## config.mk

```make
export PLATFORM = sky130hd
export DESIGN_NAME = two_queue_weighted_batch_loader
export DESIGN_NICKNAME = d
export VERILOG_FILES = /design/src/sv/wbl_pkg.sv /design/src/sv/wbl_queue.sv /design/src/sv/wbl_seq.sv /design/src/sv/two_queue_weighted_batch_loader.sv
export SDC_FILE = /design/constraint.sdc
export NUM_CORES = 1
export LEC_CHECK = 0
export BUFFER_PORTS_ARGS = -buffer_cell sky130_fd_sc_hd__buf_2
export CELL_PAD_IN_SITES_DETAIL_PLACEMENT = 1
export CELL_PAD_IN_SITES_GLOBAL_PLACEMENT = 1
export CORE_AREA = 5 5 277 333
export DETAILED_ROUTE_END_ITERATION = 10
export DIE_AREA = 0 0 282 338
export GPL_TIMING_DRIVEN = 0
export HOLD_SLACK_MARGIN = 0.05
export PLACE_DENSITY_LB_ADDON = 0.1
export SLEW_MARGIN = 25
export SYNTH_ARGS = -nofsm -noshare
export SYNTH_HDL_FRONTEND = slang
export SYNTH_HIERARCHICAL = 1
export SYNTH_SLANG_ARGS = --single-unit
```

## constraint.sdc

```tcl
create_clock -name clk -period 4.15 [get_ports clk]
set_input_delay 0.2075 -clock clk [delete_from_list [all_inputs] [get_ports clk]]
set_output_delay 0.2075 -clock clk [all_outputs]
set_load 0.01 [all_outputs]
```

## src/sv/wbl_pkg.sv

```systemverilog
`timescale 1ns / 1ps
// Package: types, codes and constants of the two-queue weighted batch loader.
package wbl_pkg;

	localparam int QUEUE_DEPTH_DEF = 16;
	localparam int VALUE_WIDTH_DEF = 16;

	localparam int BATCH_W   = 5;
	localparam int RATIO_W   = 4;
	localparam int CFG_ADDR_W = 3;

	localparam logic [BATCH_W-1:0] MAX_BATCH   = 5'd16;
	localparam logic [BATCH_W-1:0] BATCH_RESET = 5'd10;
	localparam logic [RATIO_W-1:0] RATIO_RESET = 4'd4;

	localparam logic REG_BATCH = 1'b0;
	localparam logic REG_RATIO = 1'b1;

	typedef enum logic [1:0] {
		CMD_ENQ_HI = 2'd0,
		CMD_ENQ_LO = 2'd1,
		CMD_LOAD   = 2'd2,
		CMD_NOP    = 2'd3
	} cmd_t;

	typedef enum logic [1:0] {
		CLS_HI   = 2'd0,
		CLS_LO   = 2'd1,
		CLS_NONE = 2'd2
	} cls_t;

	typedef enum logic [1:0] {
		ST_OK    = 2'd0,
		ST_FULL  = 2'd1,
		ST_EMPTY = 2'd2
	} status_t;

	typedef enum logic [1:0] {
		S_IDLE,
		S_TAKE,
		S_DATA
	} seq_state_t;

	typedef struct packed {
		cmd_t        cmd;
		logic [15:0] item_value;
	} req_t;

	typedef struct packed {
		cls_t        item_class;
		logic [15:0] out_value;
		status_t     status;
		logic        last;
	} rsp_t;

	// queue occupancy as seen by the sequencer
	typedef struct packed {
		logic empty;
		logic full;
		logic last_one;
	} q_stat_t;

endpackage

```

## src/sv/wbl_queue.sv

```systemverilog
`timescale 1ns / 1ps
// Circular queue: value memory with registered read, head/tail pointers, put flag.
module wbl_queue
	import wbl_pkg::*;
#(
	parameter int QUEUE_DEPTH = QUEUE_DEPTH_DEF,
	parameter int VALUE_WIDTH = VALUE_WIDTH_DEF
) (
	input  logic                   clk,
	input  logic                   arst_n,
	input  logic                   push,
	input  logic                   pop,
	input  logic [VALUE_WIDTH-1:0] wdata,
	output logic [VALUE_WIDTH-1:0] rdata,
	output q_stat_t                stat
);

	localparam int AW = (QUEUE_DEPTH > 1) ? $clog2(QUEUE_DEPTH) : 1;
	localparam logic [AW-1:0] LAST_IDX = AW'(QUEUE_DEPTH - 1);

	logic [VALUE_WIDTH-1:0] mem_q [QUEUE_DEPTH];
	logic [VALUE_WIDTH-1:0] rdata_q;
	logic [AW-1:0]          head_q;
	logic [AW-1:0]          tail_q;
	logic                   put_q;
	logic [AW-1:0]          head_nxt;
	logic [AW-1:0]          tail_nxt;

	assign head_nxt = (head_q == LAST_IDX) ? '0 : head_q + AW'(1);
	assign tail_nxt = (tail_q == LAST_IDX) ? '0 : tail_q + AW'(1);

	assign stat.empty    = (head_q == tail_q) && !put_q;
	assign stat.full     = (head_q == tail_q) && put_q;
	assign stat.last_one = !stat.empty && (head_nxt == tail_q);
	assign rdata         = rdata_q;

	always_ff @(posedge clk) begin
		if (push) begin
			mem_q[tail_q] <= wdata;
		end
		if (pop) begin
			rdata_q <= mem_q[head_q];
		end
	end

	always_ff @(posedge clk or negedge arst_n) begin
		if (!arst_n) begin
			head_q <= '0;
			tail_q <= '0;
			put_q  <= 1'b0;
		end else begin
			if (push) begin
				tail_q <= tail_nxt;
				put_q  <= 1'b1;
			end
			if (pop) begin
				head_q <= head_nxt;
				put_q  <= 1'b0;
			end
		end
	end

	a_no_push_pop: assert property (@(posedge clk) disable iff (!arst_n) !(push && pop))
		else $error("queue pushed and popped in one cycle");
	a_no_push_full: assert property (@(posedge clk) disable iff (!arst_n) push |-> !stat.full)
		else $error("push into full queue");
	a_no_pop_empty: assert property (@(posedge clk) disable iff (!arst_n) pop |-> !stat.empty)
		else $error("pop from empty queue");

endmodule

```

## src/sv/wbl_seq.sv

```systemverilog
`timescale 1ns / 1ps
// Command sequencer: enqueue, batch selection with weighting, result register.
module wbl_seq
	import wbl_pkg::*;
#(
	parameter int VALUE_WIDTH = VALUE_WIDTH_DEF
) (
	input  logic                   clk,
	input  logic                   arst_n,
	input  logic                   req_valid,
	output logic                   req_stall,
	input  req_t                   req,
	output logic                   rsp_valid,
	input  logic                   rsp_stall,
	output rsp_t                   rsp,
	input  logic [BATCH_W-1:0]     batch_size,
	input  logic [RATIO_W-1:0]     ratio,
	input  q_stat_t                hi_stat,
	input  q_stat_t                lo_stat,
	input  logic [VALUE_WIDTH-1:0] hi_rdata,
	input  logic [VALUE_WIDTH-1:0] lo_rdata,
	output logic                   hi_push,
	output logic                   hi_pop,
	output logic                   lo_push,
	output logic                   lo_pop,
	output logic [VALUE_WIDTH-1:0] wdata
);

	seq_state_t         state_q;
	seq_state_t         state_nxt;
	logic               rsp_valid_q;
	rsp_t               rsp_q;
	logic [RATIO_W-1:0] count_q;
	logic [BATCH_W-1:0] n_q;
	logic [BATCH_W-1:0] limit_q;
	cls_t               sel_q;
	logic               last_q;

	logic               out_free;
	logic               acc;
	logic               both_empty;
	logic [BATCH_W-1:0] limit;
	logic               take_hi;
	logic [RATIO_W-1:0] count_nxt;
	logic               hi_empty_after;
	logic               lo_empty_after;
	logic               last_nxt;

	assign out_free   = !rsp_valid_q || !rsp_stall;
	assign req_stall  = !((state_q == S_IDLE) && out_free);
	assign acc        = req_valid && !req_stall;
	assign both_empty = hi_stat.empty && lo_stat.empty;
	assign rsp_valid  = rsp_valid_q;
	assign rsp        = rsp_q;
	assign wdata      = VALUE_WIDTH'(req.item_value);

	always_comb begin
		if (batch_size == '0) begin
			limit = BATCH_W'(1);
		end else if (batch_size > MAX_BATCH) begin
			limit = MAX_BATCH;
		end else begin
			limit = batch_size;
		end
	end

	// weighted pick from the current pointers
	always_comb begin
		take_hi   = 1'b1;
		count_nxt = count_q;
		if (!hi_stat.empty && (count_q < ratio)) begin
			count_nxt = count_q + RATIO_W'(1);
		end else if ((count_q >= ratio) && !lo_stat.empty) begin
			take_hi   = 1'b0;
			count_nxt = '0;
		end else if (!lo_stat.empty) begin
			take_hi   = 1'b0;
			count_nxt = count_q + RATIO_W'(1);
		end
		hi_empty_after = take_hi ? hi_stat.last_one : hi_stat.empty;
		lo_empty_after = take_hi ? lo_stat.empty : lo_stat.last_one;
		last_nxt = ((n_q + BATCH_W'(1)) == limit_q) || (hi_empty_after && lo_empty_after);
	end

	always_comb begin
		state_nxt = state_q;
		case (state_q)
			S_IDLE: begin
				if (acc && (req.cmd == CMD_LOAD) && !both_empty) begin
					state_nxt = S_TAKE;
				end
			end
			S_TAKE: begin
				state_nxt = S_DATA;
			end
			S_DATA: begin
				if (out_free) begin
					state_nxt = last_q ? S_IDLE : S_TAKE;
				end
			end
			default: begin
				state_nxt = S_IDLE;
			end
		endcase
	end

	always_comb begin
		hi_push = 1'b0;
		lo_push = 1'b0;
		hi_pop  = 1'b0;
		lo_pop  = 1'b0;
		case (state_q)
			S_IDLE: begin
				hi_push = acc && (req.cmd == CMD_ENQ_HI) && !hi_stat.full;
				lo_push = acc && (req.cmd == CMD_ENQ_LO) && !lo_stat.full;
			end
			S_TAKE: begin
				hi_pop = take_hi;
				lo_pop = !take_hi;
			end
			default: begin
			end
		endcase
	end

	always_ff @(posedge clk or negedge arst_n) begin
		if (!arst_n) begin
			state_q     <= S_IDLE;
			rsp_valid_q <= 1'b0;
			count_q     <= '0;
			n_q         <= '0;
			limit_q     <= BATCH_W'(1);
			last_q      <= 1'b0;
		end else begin
			state_q <= state_nxt;
			if (rsp_valid_q && !rsp_stall) begin
				rsp_valid_q <= 1'b0;
			end
			case (state_q)
				S_IDLE: begin
					if (acc) begin
						count_q <= '0;
						n_q     <= '0;
						limit_q <= limit;
						case (req.cmd)
							CMD_ENQ_HI, CMD_ENQ_LO: begin
								rsp_valid_q <= 1'b1;
							end
							CMD_LOAD: begin
								rsp_valid_q <= both_empty;
							end
							default: begin
							end
						endcase
					end
				end
				S_TAKE: begin
					count_q <= count_nxt;
					n_q     <= n_q + BATCH_W'(1);
					last_q  <= last_nxt;
				end
				S_DATA: begin
					if (out_free) begin
						rsp_valid_q <= 1'b1;
					end
				end
				default: begin
				end
			endcase
		end
	end

	always_ff @(posedge clk) begin
		if ((state_q == S_IDLE) && acc) begin
			rsp_q.item_class <= CLS_NONE;
			rsp_q.out_value  <= '0;
			rsp_q.last       <= 1'b1;
			case (req.cmd)
				CMD_ENQ_HI: rsp_q.status <= hi_stat.full ? ST_FULL : ST_OK;
				CMD_ENQ_LO: rsp_q.status <= lo_stat.full ? ST_FULL : ST_OK;
				default:    rsp_q.status <= ST_EMPTY;
			endcase
		end else if ((state_q == S_DATA) && out_free) begin
			rsp_q.item_class <= sel_q;
			rsp_q.out_value  <= (sel_q == CLS_HI) ? 16'(hi_rdata) : 16'(lo_rdata);
			rsp_q.status     <= ST_OK;
			rsp_q.last       <= last_q;
		end
		if (state_q == S_TAKE) begin
			sel_q <= take_hi ? CLS_HI : CLS_LO;
		end
	end

endmodule

```

## src/sv/two_queue_weighted_batch_loader.sv

```systemverilog
`timescale 1ns / 1ps
// Top level: configuration registers, two class queues and the command sequencer.
//
//  channel | dir | handshake            | payload
//  req     | in  | req_valid/req_stall  | req_t  (cmd, item_value)
//  rsp     | out | rsp_valid/rsp_stall  | rsp_t  (item_class, out_value, status, last)
//  cfg     | in  | psel/penable/pready  | batch_size @0x0, ratio @0x4
//
//  Enqueue and empty load: a result beat in the cycle after acceptance; the next command
//  is taken once the result register is free. Load: per item a pointer update and
//  memory read, then the result register.
//  Reset clears pointers and put flags; queue memories need no clearing pass.
//  A stalled result holds the sequencer; commands are stalled during a batch.
module two_queue_weighted_batch_loader
	import wbl_pkg::*;
#(
	parameter int QUEUE_DEPTH = QUEUE_DEPTH_DEF,
	parameter int VALUE_WIDTH = VALUE_WIDTH_DEF
) (
	input  logic                  clk,
	input  logic                  arst_n,
	input  logic                  req_valid,
	output logic                  req_stall,
	input  req_t                  req,
	output logic                  rsp_valid,
	input  logic                  rsp_stall,
	output rsp_t                  rsp,
	input  logic                  psel,
	input  logic                  penable,
	input  logic                  pwrite,
	input  logic [CFG_ADDR_W-1:0] paddr,
	input  logic [31:0]           pwdata,
	output logic [31:0]           prdata,
	output logic                  pready
);

	logic [BATCH_W-1:0]     batch_size_q;
	logic [RATIO_W-1:0]     ratio_q;
	q_stat_t                hi_stat;
	q_stat_t                lo_stat;
	logic [VALUE_WIDTH-1:0] hi_rdata;
	logic [VALUE_WIDTH-1:0] lo_rdata;
	logic [VALUE_WIDTH-1:0] wdata;
	logic                   hi_push;
	logic                   hi_pop;
	logic                   lo_push;
	logic                   lo_pop;

	assign pready = 1'b1;

	always_ff @(posedge clk or negedge arst_n) begin
		if (!arst_n) begin
			batch_size_q <= BATCH_RESET;
			ratio_q      <= RATIO_RESET;
		end else if (psel && penable && pwrite && pready) begin
			case (paddr[2])
				REG_BATCH: batch_size_q <= pwdata[BATCH_W-1:0];
				REG_RATIO: ratio_q      <= pwdata[RATIO_W-1:0];
				default: begin
				end
			endcase
		end
	end

	always_comb begin
		case (paddr[2])
			REG_BATCH: prdata = 32'(batch_size_q);
			REG_RATIO: prdata = 32'(ratio_q);
			default:   prdata = '0;
		endcase
	end

	wbl_queue #(
		.QUEUE_DEPTH(QUEUE_DEPTH),
		.VALUE_WIDTH(VALUE_WIDTH)
	) u_hi_queue (
		.clk   (clk),
		.arst_n(arst_n),
		.push  (hi_push),
		.pop   (hi_pop),
		.wdata (wdata),
		.rdata (hi_rdata),
		.stat  (hi_stat)
	);

	wbl_queue #(
		.QUEUE_DEPTH(QUEUE_DEPTH),
		.VALUE_WIDTH(VALUE_WIDTH)
	) u_lo_queue (
		.clk   (clk),
		.arst_n(arst_n),
		.push  (lo_push),
		.pop   (lo_pop),
		.wdata (wdata),
		.rdata (lo_rdata),
		.stat  (lo_stat)
	);

	wbl_seq #(
		.VALUE_WIDTH(VALUE_WIDTH)
	) u_seq (
		.clk       (clk),
		.arst_n    (arst_n),
		.req_valid (req_valid),
		.req_stall (req_stall),
		.req       (req),
		.rsp_valid (rsp_valid),
		.rsp_stall (rsp_stall),
		.rsp       (rsp),
		.batch_size(batch_size_q),
		.ratio     (ratio_q),
		.hi_stat   (hi_stat),
		.lo_stat   (lo_stat),
		.hi_rdata  (hi_rdata),
		.lo_rdata  (lo_rdata),
		.hi_push   (hi_push),
		.hi_pop    (hi_pop),
		.lo_push   (lo_push),
		.lo_pop    (lo_pop),
		.wdata     (wdata)
	);

endmodule
```

==> results of run 1 <==
[metrics by stage]
step / TNS, ns / hold slack [ns] / instance area, um^2 / setup WS [ns] / utilization [%]
final: 0 / 0.0843 / 29400 / 0.296 / 33.2
after global routing: 0 / 0.0762 / 29400 / 0.00343 / 33.2
after CTS: 0 / 0.0519 / 29400 / 0.191 / 33.2
after detailed placement: -7.72 / 0.284 / 27000 / -0.341 / 30.4
after global placement: -429.55 / 0.434 / 26300 / -1.66 / 29.6
after floorplan: 0 / -0.0881 / 24600 / 0.711 / -
[state kept, by name, summed over array words and instances (netlist names)]
| signal | flops |
|---|---|
| u_hi_queue/mem_q | 256 |
| u_lo_queue/mem_q | 256 |
| u_seq/rsp | 21 |
| u_hi_queue/rdata | 16 |
| u_lo_queue/rdata | 16 |
| batch_size_q | 5 |
| u_seq/limit_q | 5 |
| u_seq/n_q | 5 |
| ratio_q | 4 |
| u_hi_queue/head_q | 4 |
| u_hi_queue/tail_q | 4 |
| u_lo_queue/head_q | 4 |
| u_lo_queue/tail_q | 4 |
| u_seq/count_q | 4 |
| u_seq/state_q | 2 |
| u_hi_queue/put_q | 1 |
| u_lo_queue/put_q | 1 |
| u_seq/last_q | 1 |
| u_seq/rsp_valid | 1 |
| u_seq/sel_q | 1 |
[cells in the final DEF, fill, tap and decap left out, types with 5 or more instances in the layout]
cell type,n
a22oi_1,32
nor2_1,29
buf_6,15
nand2_1,78
mux4_2,64
xnor2_1,23
clkinv_2,12
nor3_2,6
clkinv_1,7
a221oi_1,64
mux2_2,13
nor2_4,10
ha_1,16
nor2_2,16
buf_4,64
nor2b_1,5
clkbuf_1,52
diode_2,5
edfxtp_1,547
dfrtp_1,41
bufinv_16,6
clkbuf_16,71
conb_1,28
mux2i_1,145
nand2b_1,7
buf_2,67
buf_8,11
dlygate4sd3_1,25
mux2_4,5
xor2_1,5
inv_1,14
nand3_1,6
a21oi_1,9
o21ai_0,56
a211oi_1,17
dfxtp_1,19
[worst register-to-register path: cells and delay by family (launching register included)]
family,cells,cell delay (ns)
flip-flops,1,0.31
AND/OR/NAND/NOR,5,1.31
XOR/XNOR,1,0.20
buffers and inverters,5,1.74
[area by class of cell]
cell class	instances	area (um^2)	area share, %
diodes	5	12.5	0.0425
plain buffers	113	689	2.34
clock buffers	94	1880	6.40
clock inverters	31	332	1.13
inverters	16	60.1	0.204
multi-input cells	681	6110	20.8
flip-flops and latches	611	17900	60.9
well taps	1159	1450	4.92
repair buffers	108	970	3.29
[metal layers]
metal	up-vias	GRT usage [%]
met2	296	24.9
met4	4	4.14
met3	69	2.25
met5	-	0
li1	5902	-
met1	7066	21.3
[power breakdown]
| part | total [mW] | internal [mW] | leakage [nW] | switching [mW] |
|---|---|---|---|---|
| Combinational | 5.12 | 1.96 | 3.39 | 3.16 |
| Clock | 6.06 | 3.57 | 1.08 | 2.49 |
| Sequential | 7.41 | 7.18 | 5.64 | 0.236 |
| Total | 18.6 | 12.7 | 10.1 | 5.89 |
[timing repair]
item,in CTS,in global routing
endpoints found under the hold margin,149,0
endpoints found under the setup margin,119,10
hold buffers,25,0
gates resized for setup,3,0
[path summary, 6_finish.rpt]
| kind | to | from | slack (ns) |
|---|---|---|---|
| setup reg to reg | u_hi_queue/mem_q[3][3] | u_hi_queue/head_q[3] | 0.30 |
| max in group asynchronous | u_lo_queue/tail_q[0] | arst_n | 3.55 |
| setup / recovery | u_hi_queue/mem_q[3][3] | u_hi_queue/head_q[3] | 0.30 |
| hold / removal | u_hi_queue/mem_q[4][4] | req[4] | 0.08 |
| hold reg to reg | u_seq/rsp[20] | u_seq/rsp[20] | 0.45 |
| min in group asynchronous | u_seq/n_q[3] | arst_n | 0.16 |
[cell families (layout without fill, tap and decap cells)]
family / Yosys count / after routing / share of synthesized area [%]
xor gates and xnor gates: 28 / 28 / 0.999
buffers and inverters: 131 / 362 / 3.08
adders and majority gates: 16 / 16 / 0.816
AOI/OAI and AO/OA: 197 / 197 / 5.81
muxes: 227 / 227 / 12.7
DFF: 611 / 611 / 73.1
and+or+nand+nor: 185 / 185 / 3.48
other: 2 / 33 / 0.0306
==> results.md, run 1 <==
- PwrDens: roughly 630 nW/um^2
- Final setup fails: 0
- Number of synthesized flops with an enable pin: roughly 550
- Worst path max stage delay: approximately 0.60 ns
- Drt drc: 0
- Total Wirelength: roughly 73000 um
- Slew @ Worst Pin: ~1.0 ns
- Total CTS buffers: approximately 70
- Share of the synthesized area in the top cell type: around 67%
- Met3 wire len: 3060 um
- Crit path depth: 11
- M1 wire length: 34100 um
- Top delay family on crit path: buffers and inverters
- Count leader, synth: edfxtp_1
- Final period util: 92.9%
- H-tree depth: 3
- Synth Register Bits: approximately 610
- Worst Hold Class: primary input to flip-flop
- Worst-path fanout max: 10
- DP Wirelength: ~50000 um
- Status: finished clean
- Reg2Reg Depth: 11
- Register area share after synthesis: approximately three quarters
- Largest net degree at the start of global routing: 46
- Final Hold Viols: 0
- Fmax: between 200 and 300 MHz
- IO Pins: 116
- Routed length per instance: approximately 26 um
- Top sig layer: met5
- Hold Path Cell Cnt: 1
- Chip Width: around 280 um
- Final std cells w/o fill: approximately 2.8k
- GPL Wtd Cong: ~0.73
- CTS sink count: 611
- Crit path launch type: flip-flop
- PnR Total Power: 18.6 mW
- Critical path class: flip-flop to flip-flop
- Latest clock arrival within the worst-skew pair: 0.62 ns
- # rows: between 100 and 150
- Slew Viols, Final: 0
- Root Buffer: clkbuf_16
- Number of global-route vias before repair: around 14k
- Vias per inst: ~4.7
- Buffers on Ports: between 40 and 50
- Most frequent cells after synthesis: edfxtp_1 (547), mux2i_1 (145), nand2_1 (78)
- Die Span Y: 338 um
- Layout overhead on the synthesized area: 20.0%
- Clk_skew: 0.0282 ns
- Crit path DAT: roughly 4.2 ns
- Core footprint: a little under 90000 um^2
- Via count: roughly 13k
- # placed instances: around 2.7k
- Layout cells sized above 1: between 20% and 30%
- Synth Cell Area: about 25000 um^2
- Unrepaired setup endpoints after global routing: no
- YS warnings: 6
- Clock-pin slew on the worst setup and hold paths: approximately 0.06 ns
- FFs w/ async S/R, synth: around 7.4%
- Top cell type by total area after synthesis: edfxtp_1
- Syn avg cell area: 17.6 um^2
- Leakage: approximately 10 nW
- Main synth FF type: edfxtp_1
- Req. time, crit path: approximately 4.5 ns
- Slowest cell on crit path: clkbuf_1
- Final nets: 1676
- Pre-Repair DR Iteration Count: 5
- Slew HR: approximately 30%
- Period minus WS final: 3.85 ns
- CTS tree: built
- Worst setup EP type: flip-flop
- Post-CTS Setup Repair Bufs: 0
- Initial antenna violation count: 3
- Synth area leaders: edfxtp_1 (67%), mux2i_1 (5.9%), mux4_2 (5.9%)
- Crit-path cells: buf_2, clkbuf_1, xnor2_1, nand4_1, nor2_1, nor4_1, clkbuf_1, nand2_1, nor3_2, buf_4, buf_4
- Total gr overflow: 0
- Gr usage total: between 15 and 20%
- CTS max path bufs: 3
- Synthesized netlist cell count: between 1k and 1.5k
- Worst IR drop on VDD: around 270 uV
- Die footprint: 95300 um^2
- Met2 WL: 34500 um
- MaxCap Viol Count: 0
- Initial Util: 27.7%
- DR iter-0 viols: approximately 900
- First-pass GRT wire length: approximately 100000 um
- Buf+Inv Stages, Crit Path: 5
- Routed Antenna Nets: 0
- Synth cell types: between 50 and 60
- # fillers: ~9.0k
Note: power is estimated with default switching activity, not from simulation.
==> run 2: changes to the inputs <==
Settings changed: CORE_AREA 5 5 277 333 to 5 5 293 352, CTS_CLUSTER_DIAMETER set to 80, DIE_AREA 0 0 282 338 to 0 0 298 357.
Clock period 4.15 ns to 4.12 ns, I/O delays scaled along.
==> results.md, run 2 (synthesis results as in run 1) <==
- Total gr overflow: 0 (unchanged)
- Worst setup EP type: flip-flop
- Total Wirelength: 74000 um (+1.5%)
- Worst Hold Class: primary input to flip-flop
- Hold Startpoint: req[5]
- Gr usage total: 13.7% (-1.5 points)
- Routed Antenna Nets: 0 (unchanged)
- Pre-Repair DR Iteration Count: 5 (unchanged)
- Chip Width: 298 um (+5.7%)
- DP Wirelength: 50900 um (+2.2%)
- Slew Viols, Final: 0 (unchanged)
- IO Pins: 116 (unchanged)
- Req. time, crit path: 4.44 ns (-0.03 ns)
- Number of global-route vias before repair: 14.1k (+0.035%)
- Final std cells w/o fill: 2935 (+4.2%)
- Worst IR drop on VDD: 236 uV (-14%)
- Layout overhead on the synthesized area: 19.7%
- Hold path endpoint: u_lo_queue/mem_q[3][5]
- Largest net degree at the start of global routing: 46 (unchanged)
- Final setup fails: 0 (unchanged)
- MaxCap Viol Count: 0 (unchanged)
- Clk_skew: 0.0266 ns (-0.00154 ns)
- Total CTS buffers: 70 (+1.4%)
- Crit path DAT: 4.15 ns (-0.02 ns)
- GPL Wtd Cong: 0.742 (+1.0%)
- PnR Total Power: 18.5 mW (-0.39%)
- Clock-pin slew on the worst setup and hold paths: 0.06 ns (about the same)
- Final instance area: 29400 um^2 (-0.21%)
- Leakage: 9.98 nW (-1.3%)
- Die footprint: 106000 um^2 (+12%)
- Period minus WS final: 3.83 ns (-0.0288 ns)
- Post-DP Area: 26900 um^2 (-0.13%)
- Reg2Reg Depth: 10 (-1)
- Reg2reg end: u_lo_queue/mem_q[0][6]
- Die Span Y: 357 um (+5.6%)
- Crit-path cells: clkbuf_1, xnor2_1, nand4_1, nor2_1, nor4b_1, clkbuf_2, nand2_1, nor3_4, buf_4, buf_6
- Commonest non-fill, non-tap cell in the layout: edfxtp_1
- Core footprint: 99300 um^2 (+12%)
- # placed instances: 2781 (+4.4%)
- Buf+Inv Stages, Crit Path: 4 (-1)
- Final nets: 1667 (-0.54%)
- Fmax: 261 MHz (+0.75%)
- # rows: 127 (+5.8%)
- Final Hold Viols: 0 (unchanged)
- PwrDens: 630 nW/um^2 (-0.19%)
- Worst-path fanout max: 10 (unchanged)
- Worst path max stage delay: 0.61 ns (about the same)
- Hold Path Cell Cnt: 1 (unchanged)
- CTS max path bufs: 3 (unchanged)
- Status: finished clean
- Root Buffer: clkbuf_16
- H-tree depth: 3 (unchanged)
- Slew HR: 36.6% (+5.7 points)
- Slack of the worst reg-to-reg path: 0.29 ns (about the same)
- Vias per inst: 4.51 (-4.6%)
- Routed length per instance: 25.2 um (-2.6%)
- CTS sink count: 611 (unchanged)
- Final period util: 92.9% (about the same)
- Top delay family on crit path: simple AND/OR/NAND/NOR gates
- Latest clock arrival within the worst-skew pair: 0.61 ns (about the same)
- Buffers on Ports: 41 (unchanged)
- Drt drc: 0 (unchanged)
- Crit path launch type: flip-flop
- Slew @ Worst Pin: 0.951 ns (-0.0852 ns)
- Initial Util: 24.7% (-2.9 points)
- First-pass GRT wire length: 105000 um (+1.5%)
- Via count: 13.2k (-0.67%)
- Initial antenna violation count: 1 (-2)
- Most frequent cells in the layout: edfxtp_1 (547), mux2i_1 (145), nand2_1 (75)
- CTS tree: built
- Worst r2r src: u_lo_queue/head_q[2]
- DR iter-0 viols: 886 (+0.57%)
- Layout cells sized above 1: 23.3% (-0.56 points)
- Critical path class: flip-flop to flip-flop
- Slowest cell on crit path: clkbuf_1
run 2: cell count changes in the layout (fill, tap and decap cells not counted), moves of 3 or more:
cell,before,now
buf_8,11,4
nor2_2,16,9
nor2_4,10,17
nor3_2,6,0
nor3_4,2,8
bufinv_16,6,1
clkinv_1,7,12
buf_4,64,68
clkinv_2,12,8
buf_16,4,1
nand2_1,78,75
nand2_2,0,3
run 2: metrics by stage:
step,TNS (ns),utilization (%),hold WS [ns],worst slack (ns)
6_report,0,29.6,0.0814,0.294
5_1_grt,-0.0483,29.6,0.0548,-0.0109
4_1_cts,0,29.5,0.0502,0.00251
3_5_place_dp,-48.15,27.1,0.298,-0.527
3_3_place_gp,-480.04,26.6,0.434,-1.93
2_1_floorplan,0,-,-0.0896,0.681
run 2: worst register-to-register path: stages, from the launching register on:
cell      delay [ns]
dfrtp_1         0.39
clkbuf_1        0.61
xnor2_1         0.24
nand4_1         0.23
nor2_1          0.12
nor4b_1         0.42
clkbuf_2        0.34
nand2_1         0.36
nor3_4          0.42
buf_4           0.26
buf_6           0.16
run 2: report_power, final:
group / switching, mW / internal (mW)
Sequential: 0.252 / 7.23
Clock: 2.49 / 3.32
Combinational: 3.25 / 1.98
Total: 5.99 / 12.5
run 2: worst max path at each step:
stage / end / slack [ns] / startpoint / cells past startpoint
finish: u_lo_queue/mem_q[0][6] / 0.29 / u_lo_queue/head_q[2] / 10
global route: u_lo_queue/mem_q[0][14] / -0.01 / u_lo_queue/head_q[0] / 12
CTS: u_hi_queue/mem_q[2][4] / 0.003 / u_hi_queue/head_q[3] / 11
detailed placement: u_lo_queue/mem_q[1][3] / -0.53 / u_lo_queue/head_q[1] / 11
global placement: u_lo_queue/mem_q[3][3] / -1.93 / u_lo_queue/head_q[1] / 9
floorplan: u_lo_queue/mem_q[3][0] / 0.68 / u_lo_queue/head_q[0] / 10
run 2: cell type report:
| class | instances | area, um^2 |
|---|---|---|
| repair buffers | 100 | 795 |
| diodes | 3 | 7.51 |
| inverters | 16 | 60.1 |
| clock inverters | 27 | 183 |
| clock buffers | 96 | 1910 |
| well taps | 1290 | 1610 |
| flip-flops and latches | 611 | 17900 |
| fillers | 10200 | 69900 |
| multi-input cells | 681 | 6190 |
| plain buffers | 111 | 683 |
run 2: per-layer routing:
metal | track usage (%) | part of all wire (%) | wire, um
met3 | 2.85 | 4.5 | 3340
met4 | 3.70 | 2.1 | 1580
met2 | 22.2 | 46 | 34400
met1 | 18.8 | 47 | 34700
met5 | 0 | 0.018 | 13
run 2: repair_timing:
action,CTS,global route
setup buffers,0,8
hold buffers,24,0
pin swaps,0,3
endpoints found under the hold margin,114,0
gates resized for setup,7,9
setup endpoints to repair,264,180
